===== src/rtl/srgh_pkg.sv =====
// Shared types and constants for the symbol repeat-gap histogram unit.
// Depends on nothing; every other file in rtl/ refers to it by scoped names.
package srgh_pkg;

    // Request kinds carried on s_tuser.
    localparam logic MODE_PUSH = 1'b0;
    localparam logic MODE_READ = 1'b1;

    // Fixed field widths of the stream interface.
    localparam int SYMBOL_W    = 8;
    localparam int BIN_INDEX_W = 8;
    localparam int BIN_COUNT_W = 32;

    // Output queue sizing; the depth must stay a power of two.
    localparam int OUTQ_DEPTH = 4;
    localparam int OUTQ_PTR_W = 2;
    localparam int OUTQ_CNT_W = 3;

    // Control bits handed from the history stage to the histogram stage.
    typedef struct packed {
        logic vld;
        logic is_read;
        logic seen;
    } s1_ctrl_t;

    // One result item as it sits in the output queue.
    typedef struct packed {
        logic [BIN_INDEX_W-1:0] read_bin;
        logic [BIN_COUNT_W-1:0] bin_count;
    } out_item_t;

endpackage


===== src/rtl/srgh_outq.sv =====
// Small result queue that decouples the histogram pipeline from m_tready.
// Depends on srgh_pkg.
module srgh_outq (
    input  logic                                aclk,
    input  logic                                aresetn,
    input  logic                                push,
    input  srgh_pkg::out_item_t                 push_item,
    input  logic                                pop_rdy,
    output logic                                out_vld,
    output srgh_pkg::out_item_t                 out_item,
    output logic [srgh_pkg::OUTQ_CNT_W-1:0]     level
);

    srgh_pkg::out_item_t                 q_mem [srgh_pkg::OUTQ_DEPTH];
    logic [srgh_pkg::OUTQ_PTR_W-1:0]     wr_ptr_reg;
    logic [srgh_pkg::OUTQ_PTR_W-1:0]     rd_ptr_reg;
    logic [srgh_pkg::OUTQ_CNT_W-1:0]     cnt_reg;
    logic [srgh_pkg::OUTQ_CNT_W-1:0]     cnt_next;
    logic                                pop;

    assign pop = (cnt_reg != '0) && pop_rdy;

    always_comb begin
        cnt_next = cnt_reg;
        if (push && !pop) begin
            cnt_next = cnt_reg + srgh_pkg::OUTQ_CNT_W'(1);
        end else if (pop && !push) begin
            cnt_next = cnt_reg - srgh_pkg::OUTQ_CNT_W'(1);
        end
    end

    always_ff @(posedge aclk) begin
        if (push) begin
            q_mem[wr_ptr_reg] <= push_item;
        end
    end

    always_ff @(posedge aclk) begin
        if (!aresetn) begin
            wr_ptr_reg <= '0;
            rd_ptr_reg <= '0;
            cnt_reg    <= '0;
        end else begin
            cnt_reg <= cnt_next;
            if (push) begin
                wr_ptr_reg <= wr_ptr_reg + srgh_pkg::OUTQ_PTR_W'(1);
            end
            if (pop) begin
                rd_ptr_reg <= rd_ptr_reg + srgh_pkg::OUTQ_PTR_W'(1);
            end
        end
    end

    assign out_vld  = (cnt_reg != '0);
    assign out_item = q_mem[rd_ptr_reg];
    assign level    = cnt_reg;

    a_no_overflow: assert property (@(posedge aclk) disable iff (!aresetn)
        !(push && !pop && (cnt_reg == srgh_pkg::OUTQ_CNT_W'(srgh_pkg::OUTQ_DEPTH))))
        else $error("result queue overflow");

endmodule


===== config.mk =====
export PLATFORM = sky130hd
export DESIGN_NAME = srgh_outq
export DESIGN_NICKNAME = d
export VERILOG_FILES = /design/src/rtl/srgh_pkg.sv /design/src/rtl/srgh_outq.sv
export SDC_FILE = /design/constraint.sdc
export NUM_CORES = 1
export LEC_CHECK = 0
export BUFFER_PORTS_ARGS = -buffer_cell sky130_fd_sc_hd__buf_2
export CAP_MARGIN = 20
export CORE_MARGIN = 1.5
export CORE_UTILIZATION = 49
export CTS_BUF_LIST = sky130_fd_sc_hd__clkbuf_4
export CTS_CLUSTER_SIZE = 20
export DETAILED_ROUTE_END_ITERATION = 6
export PLACE_DENSITY = 0.78
export SYNTH_ARGS = -nofsm -noshare
export SYNTH_HDL_FRONTEND = slang
export SYNTH_SLANG_ARGS = --single-unit

===== constraint.sdc =====
create_clock -name aclk -period 1.9 [get_ports aclk]
set_clock_uncertainty 0.1 [all_clocks]
set_input_delay 0.475 -clock aclk [delete_from_list [all_inputs] [get_ports aclk]]
set_output_delay 0.475 -clock aclk [all_outputs]
set_load 0.01 [all_outputs]

Yosys cells after proc, flatten, opt, wreduce, memory -nomap -nowiden
Memory sizes are Yosys's and may differ from the RTL's. A register that Yosys moved wholly into a read port is not among the register bits.
Cells that the tools add are included.
{"block": "word_totals", "regBits": 7, "ramBits": 160, "in_bits": 44, "output_inout_bits": 44, "word_cells": 21, "memories": 1}
{"memory": "q_mem", "depth": 4, "word_bits": 40, "rd": 1, "rd_clocked_by_memory_dff": 1, "wr": 1, "line_no": "srgh_outq.sv:14", "text": "srgh_pkg::out_item_t q_mem [srgh_pkg::OUTQ_DEPTH];"}
{"block": "classes", "add_sub_neg": 4, "muxes": 6, "n_reduce_logical": 7}
{"op": "two-way mux 3 bit", "count": 2}
{"op": "adder 2 x 1 -> 2 bit, second input constant", "count": 2}
{"op": "two-way mux 2 bit", "count": 2}
{"op": "adder 3 x 1 -> 3 bit, second input constant", "count": 1}
{"op": "logical AND 1 bit", "count": 3}
{"op": "nonzero test 3 bit", "count": 1}
{"op": "subtractor 3 x 1 -> 3 bit, second input constant", "count": 1}
{"op": "zero test 1 bit", "count": 2}
{"op": "two-way mux 1 bit", "count": 2}
{"op": "nonzero test 2 bit", "count": 1}

Longest topological paths before layout
Gate-level depths: netlist of run 1.
{"block": "logic_depth", "ltp_word": 5, "ltp_mapped": 7, "depth_no_buf": 7}

Least setup slack after synthesis of run 1
Ideal clock, no wire load.
{"block": "synth_timing", "kind": "reg2reg", "start": "register cnt_reg, in the netlist level[1]", "end": "register cnt_reg, in the netlist level[2]", "setup_time_ps": 76, "arrival_time_ps": 1895, "required_ps": 1724, "slack_ps": -171, "stages_incl_launch_ff": 8, "n_path_buf": 0, "period_less_slack_ps": 2071, "path_cell_list": "dfxtp_1 o31ai_4 ha_1 inv_1 fa_1 xor2_1 or3_1 a21boi_0"}
{"block": "synth_via", "elab_chain_cells": 5, "elab_cells_between_ends": 10, "classes_between": "add/sub (2); mux (2); reduce/logical (6)"}
{"item": "start: declaration", "line_no": "srgh_outq.sv:17", "text": "logic [srgh_pkg::OUTQ_CNT_W-1:0] cnt_reg;"}
{"item": "start signal: assignment", "line_no": "srgh_outq.sv:44", "text": "cnt_reg <= cnt_next;"}
{"item": "branches (longest 5 deep; another with subtractor 3 x 1 -> 3 bit)"}
Parallel ways; which one is timed is not known. The select of a mux whose other input is x is not followed.
A chain may end at the register's enable or synchronous reset.

==> summary.md, run 1 <==
| Metric | Value |
|---|---|
| Syn_area_per_cell | 25.04 um2 |
| Compound-cell area share of the yosys netlist | 0.7962% |
| Die Ht | 116.3 um |
| Vias in the first global route | 3,109 |
| CP Launch Type | register |
| Combinational group share of total power | 29.8% |
| Internal power | 0.007060 W |
| Syn Inst Count | 251 |
| Grt total ovfl | 0 |
| Largest register by flop count | q_mem |
| Io pins | 88 |
| Setup WS post-layout | -0.5137 ns |
| Post-synthesis mux area share | 14.65% |
| Fraction of synthesized cell area in xor and xnor cells | 0.6967% |
| Yosys warning count | 0 |
| Status | finished with violations |
| Largest net degree at the start of global routing | 28 |
| Flop2flop setup slack | -0.18 ns |
| Port bufs | 87 |
| Static Leak | 2.793 nW |
| Commonest cells after routing, fill and taps aside | edfxtp_1, buf_2, mux4_2 |
| CTS Root Cell | clkbuf_4 |
| Starting Density | 50.01% |
| FMAX | 0.4143 GHz |
| Min Tclk post-route | 2.414 ns |
| Synth area leader | edfxtp_1 |
| Worst EP required | 1.32 ns |
| Diode count | 0 |
| Power per cell area | 1165 nW/um2 |
| Mapped Nets | 301 |
| Hold path depth | 1 |
| Final net count | 463 |
| Final RePlAce weighted congestion | 0.6920 |
| Pre-Repair DR Iteration Count | 6 |
| Final Hold Viols | 0 |
| Share of the synthesized area in the top cell type | 76.43% |
| Post-synth cell types | 19 |
| WHS | 0.06456 ns |
| Pre-CTS WS | -0.2256 ns |
| Largest family of logic cells by synthesized area | multiplexers |
| Vias post-DR | 3,028 |
| Sequential power share | 46.9% |
| # clock sinks | 169 |
| Routed WL per cell | 18.23 um |
| Critical Path End Type | output pin |
| Detailed placement HPWL | 6450 um |
| Area added between synthesis and finish | 28.68% |
| Slew @ Worst Pin | 0.3537 ns |
| CTS tree | yes |
| Clock Pin Slew Worst Setup and Hold Paths | 0.12 ns |
| Worst Path Class, Setup | register to output pin |
| Worst Path Max Fanout | 15 |
| Clock Latency Late Sink | 0.55 ns |
| Largest cells by area after synthesis | edfxtp_1, mux4_2, dfxtp_1 |
| Period utilization | 127.0% |
| NetSw | 0.002364 W |
| H-tree lvl count | 4 |
| GRT Overall Usage | 17.06% |
| Num CTS Buffers | 17 |
| Max FFs per register | 160 |
| Seq/Total Area, Yosys | 79.30% |
| Post-DRT Antenna Nets | 0 |
| Die area | 13,520 um2 |
| Worst Hold Class | primary input to register |
| Final core utilization | 64.36% |
| Simple-gate portion of the synthesized area | 1.294% |
| Core area | 12,570 um2 |
| Vias per cell | 5.064 |
| 1st-iter DRT viols | 165 |
| Failing checks | setup timing |
| Switching share of power | 25.09% |
| Reg2reg path depth | 8 |
| First-pass GRT wire length | 16,330 um |
| Clock Path Buffers | 2 |
| Maximum VDD drop | 0.0006731 V |
| Max Slew Vio Count | 0 |
| Design Power | 0.009424 W |
| Clk pwr share | 23.3% |
| Residual DRC count | 0 |
| WP data arrival | 1.84 ns |
| Commonest non-fill, non-tap cell in the layout | edfxtp_1 |
| Die Wd | 116.3 um |
| Setup violators final | 42 |
| Layout cells sized above 1 | 46.95% |
| Netlist Area Pre-Place | 6286 um2 |
| RSZ-0062 raised after global routing | true |
| Std-Cell Rows | 41 |
| Antenna violations before repair | 0 |
| Max Cap Viol | 0 |
| Number of synthesized register bits | 169 |
| Total routed wirelength | 10,900 um |
| Post-Synth Adder-Cell Area | 1.314% |
| Worst slew margin | 76.17% |
## critical path, cell delays in order, from the launching register on
cell and delay [ns]:
dfxtp_4 0.41, buf_12 0.19, mux4_2 0.55, buf_6 0.15
## per-layer routing
metal / vias to the layer above / GRT usage (%) / share of wire (%)
met5: - / 0 / 0
li1: 1384 / - / -
met4: 0 / 7.073 / 1.1
met2: 78 / 27.73 / 53
met1: 1555 / 21.87 / 42
met3: 11 / 4.878 / 4.0
## cell usage after synthesis (all sizes together)
cell type  count
o31ai          1
mux4          40
o21ai          1
xnor2          3
dfxtp          9
ha             5
fa             1
nor2b          2
xor2           2
mux2i          2
o311ai         1
buf            9
a21boi         1
inv            3
edfxtp       160
and2           9
or3            2
## power by group through the flow
stage / Combinational (W) / Sequential (W) / Clock, W
2_1_floorplan: 0.00154 / 0.00448 / 0
3_3_place_gp: 0.00222 / 0.00449 / 0
3_5_place_dp: 0.00227 / 0.00450 / 0
4_1_cts: 0.00254 / 0.00442 / 0.00227
5_1_grt: 0.00301 / 0.00443 / 0.00241
6_report: 0.00281 / 0.00442 / 0.00220
## logic make-up (layout without fill, tap and decap cells)
family | Yosys count | count (layout)
DFF | 169 | 169
AOI/OAI and AO/OA | 4 | 4
xor gates and xnor gates | 5 | 5
buffers and inverters | 12 | 187
and+or+nand+nor | 13 | 13
adders and majority gates | 6 | 6
muxes | 42 | 42
## final timing paths
| check | start | end |
|---|---|---|
| max | register | out_item[4] |
| min | push_item[12] | q_mem[0][12] |
| max reg2reg | level[1] | level[2] |
| min reg2reg | wr_ptr_reg[1] | wr_ptr_reg[1] |
## layout make-up
| cell class | count | area, um2 |
|---|---|---|
| inverters | 3 | 11.26 |
| flip-flops and latches | 169 | 4996 |
| clock buffers | 21 | 157.7 |
| repair buffers | 152 | 1356 |
| fillers | 865 | 4479 |
| clock inverters | 11 | 156.4 |
| well taps | 172 | 215.2 |
| multi-input cells | 70 | 1196 |
## per-stage QoR
| stage | area (um2) | setup TNS [ns] | cells |
|---|---|---|---|
| floorplan | 6300 | -0.09791 | 251 |
| global placement | 7122 | -0.1433 | 523 |
| detailed placement | 7122 | -0.2256 | 523 |
| CTS | 7920 | -22.39 | 594 |
| global route | 8089 | -23.77 | 598 |
| finish | 8089 | -19.07 | 598 |
## what timing repair did
item | 4_1_cts | 5_1_grt
pin swaps | 3 | 1
buffers inserted | 3 | 3
hold buffers | 36 | 1
setup endpoints to repair | 42 | 44
endpoints found under the hold margin | 135 | 4
gates resized for setup | 18 | 24
Note: power is estimated with default switching activity, not from simulation.
==> run 2, diff against run 1 <==
Settings changed: CELL_PAD_IN_SITES_DETAIL_PLACEMENT set to 1, CELL_PAD_IN_SITES_GLOBAL_PLACEMENT set to 2, CORE_UTILIZATION 49 to 42, HOLD_SLACK_MARGIN set to 0.03, PLACE_DENSITY 0.78 to 0.83.
==> run 2 against run 1 <==
- the run still ends with setup timing left
- clock-buffer cell count did not move
- first-iteration DRC count rose by 21%
- critical path depth did not move
- sequential share of layout area rose by 0.086 points
- sequential cell count unchanged
- core utilization down 9.0 points
- register-to-register slack about the same
- cell count rose by 2.3%
- die area grew 16%
- global-route usage shrank 0.37 points
- hold slack gained 0.077 ns
- largest cell class unchanged
- highest routed layer unchanged
==> summary.md, run 2 (synthesis gave the netlist of run 1 again) <==
| Metric | Value |
|---|---|
| Total routed wirelength | 12,140 um |
| Max FFs per register | 160 |
| Detailed placement HPWL | 7285 um |
| Setup violators final | 42 |
| Die area | 15,710 um2 |
| RSZ-0062 raised after global routing | true |
| Vias per cell | 4.997 |
| Largest register by flop count | q_mem |
| Worst Path Max Fanout | 20 |
| Final RePlAce weighted congestion | 0.7129 |
| Commonest cells after routing, fill and taps aside | edfxtp_1, buf_2, mux4_2, dlygate4sd3_1, buf_6 |
| Period utilization | 127.9% |
| Clock Path Buffers | 2 |
| Io pins | 88 |
| Num CTS Buffers | 17 |
| CP Launch Type | register |
| CTS tree | yes |
| 1st-iter DRT viols | 199 |
| Port bufs | 87 |
| Maximum VDD drop | 0.0006045 V |
| Final Hold Viols | 0 |
| CTS Root Cell | clkbuf_4 |
| Residual DRC count | 0 |
| Starting Density | 43.09% |
| Max Slew Vio Count | 0 |
| Reg2reg path depth | 8 |
| Hold path depth | 2 |
| Status | finished with violations |
| Grt total ovfl | 0 |
| Pre-Repair DR Iteration Count | 5 |
| Layout cells sized above 1 | 45.79% |
| Die Ht | 125.3 um |
| Diode count | 0 |
| Static Leak | 2.774 nW |
| Min-delay src | aresetn |
| Max Cap Viol | 0 |
| Antenna violations before repair | 0 |
| Clock Latency Late Sink | 0.55 ns |
| Largest net degree at the start of global routing | 28 |
| Worst path slowest cell | mux4_2 |
| Commonest non-fill, non-tap cell in the layout | edfxtp_1 |
| Setup WS post-layout | -0.5306 ns |
| Vias in the first global route | 3,419 |
| Die Wd | 125.3 um |
| Critical-path cell list | buf_12, mux4_2, buf_6 |
| Final net count | 465 |
| Slowest stage delay, CP | 0.57 ns |
| FMAX | 0.4114 GHz |
| Power per cell area | 1130 nW/um2 |
| Area added between synthesis and finish | 28.50% |
| Min Tclk post-route | 2.431 ns |
| Post-DRT Antenna Nets | 0 |
| Design Power | 0.009132 W |
| Worst Hold Class | primary input to register |
| H-tree lvl count | 4 |
| Worst EP required | 1.32 ns |
| Worst slew margin | 81.71% |
| WP data arrival | 1.86 ns |
| Critical Path End Type | output pin |
| Failing checks | setup timing |
| Routed WL per cell | 19.83 um |
| Std-Cell Rows | 44 |
| Worst Path Class, Setup | register to output pin |
| Vias post-DR | 3,058 |
| Core area | 14,590 um2 |
| GRT Overall Usage | 16.69% |
| # clock sinks | 169 |
| Setup TNS | -20.37 ns |
| Slew @ Worst Pin | 0.2740 ns |
| Reg-to-reg startpoint | level[1] |
| First-pass GRT wire length | 19,040 um |
| Clock Pin Slew Worst Setup and Hold Paths | 0.14 ns |
-- run 2: critical path: cells and delay by family, from the launching register on --
family	cells	cell delay, ns
buffers and inverters	2	0.36
flip-flops	1	0.39
multiplexers	1	0.57
-- run 2: final cells by class --
type | count | area [um2]
Clock buffer | 21 | 157.7
Clock inverter | 11 | 107.6
Fill cell | 1289 | 6511
Inverter | 3 | 11.26
Multi-Input combinational cell | 70 | 1189
Sequential cell | 169 | 4996
Tap cell | 184 | 230.2
Timing Repair Buffer | 154 | 1386
-- run 2: path summary, 6_finish.rpt --
kind                                       to  slack (ns)
worst max-delay path             out_item[25]       -0.53
worst min-delay path            wr_ptr_reg[1]        0.14
worst max register to register       level[2]       -0.18
worst min register to register  wr_ptr_reg[1]        0.48
-- run 2: per-layer routing --
layer  GRT usage [%]  vias to the layer above  share of wire [%]  routed length [um]
met4           5.816                        0                1.1                 138
met5               0                        -                  0                   0
met2           28.42                       87                 54                6550
met3           5.434                       14                4.6                 554
li1                -                     1384                  -                   -
met1           20.11                     1573                 40                4892
-- run 2: repair_timing --
action / in CTS / in global routing
gates resized for setup: 31 / 10
hold buffers: 40 / 0
endpoints found under the hold margin: 160 / 0
setup buffers: 4 / 5
setup endpoints to repair: 42 / 45
pin swaps: 2 / 2
-- run 2: report_power, final --
group          internal [W]  switching (W)  total (W)
registers           0.00431      0.0000998    0.00441
clock network      0.000816        0.00111    0.00193
logic               0.00162        0.00117    0.00279
total               0.00675        0.00238    0.00913
-- run 2: through the flow --
step | setup slack, ns | util [%] | area, um2 | cells | hold WS (ns)
6_report | -0.5306 | 55.37 | 8078 | 612 | 0.1412
5_1_grt | -0.6616 | 55.37 | 8078 | 612 | 0.08267
4_1_cts | -0.5960 | 54.78 | 7991 | 608 | 0.09428
3_5_place_dp | -0.2614 | 48.85 | 7127 | 532 | 0.4706
3_3_place_gp | -0.1412 | 48.85 | 7127 | 532 | 0.4482
2_1_floorplan | -0.09791 | - | 6300 | 251 | 0.4173
==> run 3, diff against run 2 <==
Settings changed: CTS_BUF_LIST sky130_fd_sc_hd__clkbuf_4 to sky130_fd_sc_hd__clkbuf_8.
==> run 3 against run 2 <==
- the run still ends with setup timing left
- critical path depth stayed put
- worst setup slack better by 0.12 ns
- core utilization is 2.3 points lower
==> summary.md, run 3 (synthesis gave the netlist of run 1 again) <==
| Metric | Value |
|---|---|
| Status | finished with violations |
| Failing checks | setup timing |
| Largest net degree at the start of global routing | 28 |
| Clock Path Buffers | 2 |
| Final net count | 421 |
| Max Slew Vio Count | 0 |
| RSZ-0062 raised after global routing | true |
| Antenna violations before repair | 1 |
| Area added between synthesis and finish | 23.21% |
| # clock sinks | 169 |
| Final Hold Viols | 0 |
| Setup violators final | 42 |
| GRT met3 Usage | 4.407% |
| WP data arrival | 1.73 ns |
| Met2 Use GR | 26.55% |
| Starting Density | 43.09% |
| Hold path depth | 1 |
| Maximum VDD drop | 0.0006589 V |
| Post-DRT Antenna Nets | 0 |
| Std-Cell Rows | 44 |
| Core area | 14,590 um2 |
| Min-delay src | push_item[1] |
| Max FFs per register | 160 |
| Die Ht | 125.3 um |
| Register Area | 4996 um2 |
| Clock Latency Late Sink | 0.43 ns |
| Critical Path End Type | output pin |
| First-pass GRT wire length | 18,160 um |
| Vias in the first global route | 3,241 |
| CP Launch Type | register |
| Pre-CTS WS | -0.2614 ns |
| 1st-iter DRT viols | 173 |
| Clock Pin Slew Worst Setup and Hold Paths | 0.08 ns |
| Diode count | 0 |
| Setup WS post-layout | -0.4064 ns |
| Max Cap Viol | 0 |
| Reg2reg path depth | 7 |
| CTS tree | yes |
| Final RePlAce weighted congestion | 0.7129 |
| Reg-to-reg startpoint | level[1] |
| Fillers | 1,280 |
| Worst Path Class, Setup | register to output pin |
| Worst Path Max Fanout | 20 |
| Worst path slowest cell | mux4_2 |
| Final core utilization | 53.09% |
| Worst Hold Class | primary input to register |
| Flop2flop setup slack | -0.14 ns |
| Worst EP required | 1.32 ns |
| Commonest cells after routing, fill and taps aside | edfxtp_1, buf_2, mux4_2 |
| Port bufs | 87 |
| Vias per cell | 5.127 |
| Multi-input gate area | 1189 um2 |
| Static Leak | 2.647 nW |
| FMAX | 0.4336 GHz |
| Met1 Use GR | 19.57% |
| Worst Hold End | q_mem[2][1] |
| Most crowded layer after global routing | met2 |
| Power per cell area | 1222 nW/um2 |
| Slew @ Worst Pin | 0.2733 ns |
| Vias post-DR | 2,912 |
| Detailed placement HPWL | 7285 um |
| Critical R2R Capture | level[2] |
| GRT Overall Usage | 15.89% |
| Die area | 15,710 um2 |
| Pre-Repair DR Iteration Count | 4 |
| Min Tclk post-route | 2.306 ns |
| Slowest stage delay, CP | 0.56 ns |
| Num CTS Buffers | 17 |
| Worst slew margin | 81.75% |
| Total routed wirelength | 11,490 um |
| Residual DRC count | 0 |
| Grt total ovfl | 0 |
| Io pins | 88 |
| Largest delay share family, worst path | multiplexers |
| Commonest non-fill, non-tap cell in the layout | edfxtp_1 |
| Period utilization | 121.4% |
| Largest register by flop count | q_mem |
| Layout cells sized above 1 | 50.00% |
| Critical-path cell list | buf_12, mux4_2, buf_6 |
| CTS Root Cell | clkbuf_8 |
| H-tree lvl count | 4 |
| Routed WL per cell | 20.22 um |
| Die Wd | 125.3 um |
| CP bufs+invs | 2 |
[run 3: report_power, final]
part | internal [W] | total, W | switching, W
clock | 0.00129 | 0.00245 | 0.00116
combinational | 0.00149 | 0.00261 | 0.00112
sequential | 0.00431 | 0.00441 | 0.0000993
[run 3: worst max path at each step]
stage                               to  cells after the start
final                     out_item[25]                      3
after global routing      out_item[34]                      3
after CTS                 out_item[34]                      3
after detailed placement      level[2]                      8
after global placement        level[2]                      8
after floorplan               level[2]                      7
[run 3: cell type report]
cell class              count  share of cell area [%]
inverters                   3                  0.1454
clock inverters            11                   1.389
clock buffers              21                   3.732
repair buffers            110                   11.91
multi-input cells          70                   15.35
well taps                 184                   2.973
flip-flops and latches    169                   64.51
[run 3: per-layer routing]
metal	vias up	share of wire (%)
met3	12	4.4
li1	1294	-
met2	80	54
met5	-	0.11
met4	2	1.0
met1	1524	41
[run 3: timing repair]
item,4_1_cts,5_1_grt
gates resized for setup,25,8
hold buffers,0,0
pin swaps,5,1
setup buffers,3,1
endpoints found under the setup margin,42,42
cloned,0,0
hold endpoints to repair,0,0
[run 3: per-stage QoR]
step / power [W] / area (um2) / hold WS [ns] / setup TNS [ns] / instances
detailed placement: 0.006769 / 7127 / 0.4706 / -0.2614 / 532
global placement: 0.006684 / 7127 / 0.4482 / -0.1412 / 532
CTS: 0.009512 / 7687 / 0.1092 / -17.84 / 567
finish: 0.009467 / 7745 / 0.1529 / -15.35 / 568
global route: 0.009892 / 7745 / 0.1154 / -19.44 / 568
floorplan: 0.006026 / 6300 / 0.4173 / -0.09791 / 251
[run 3: worst register-to-register path: stages, from the launching register on]
cell	delay, ns
dfxtp_2	0.35
o31ai_4	0.27
ha_2	0.23
inv_2	0.05
fa_2	0.36
xor2_1	0.16
or3_1	0.31
a21boi_1	0.13
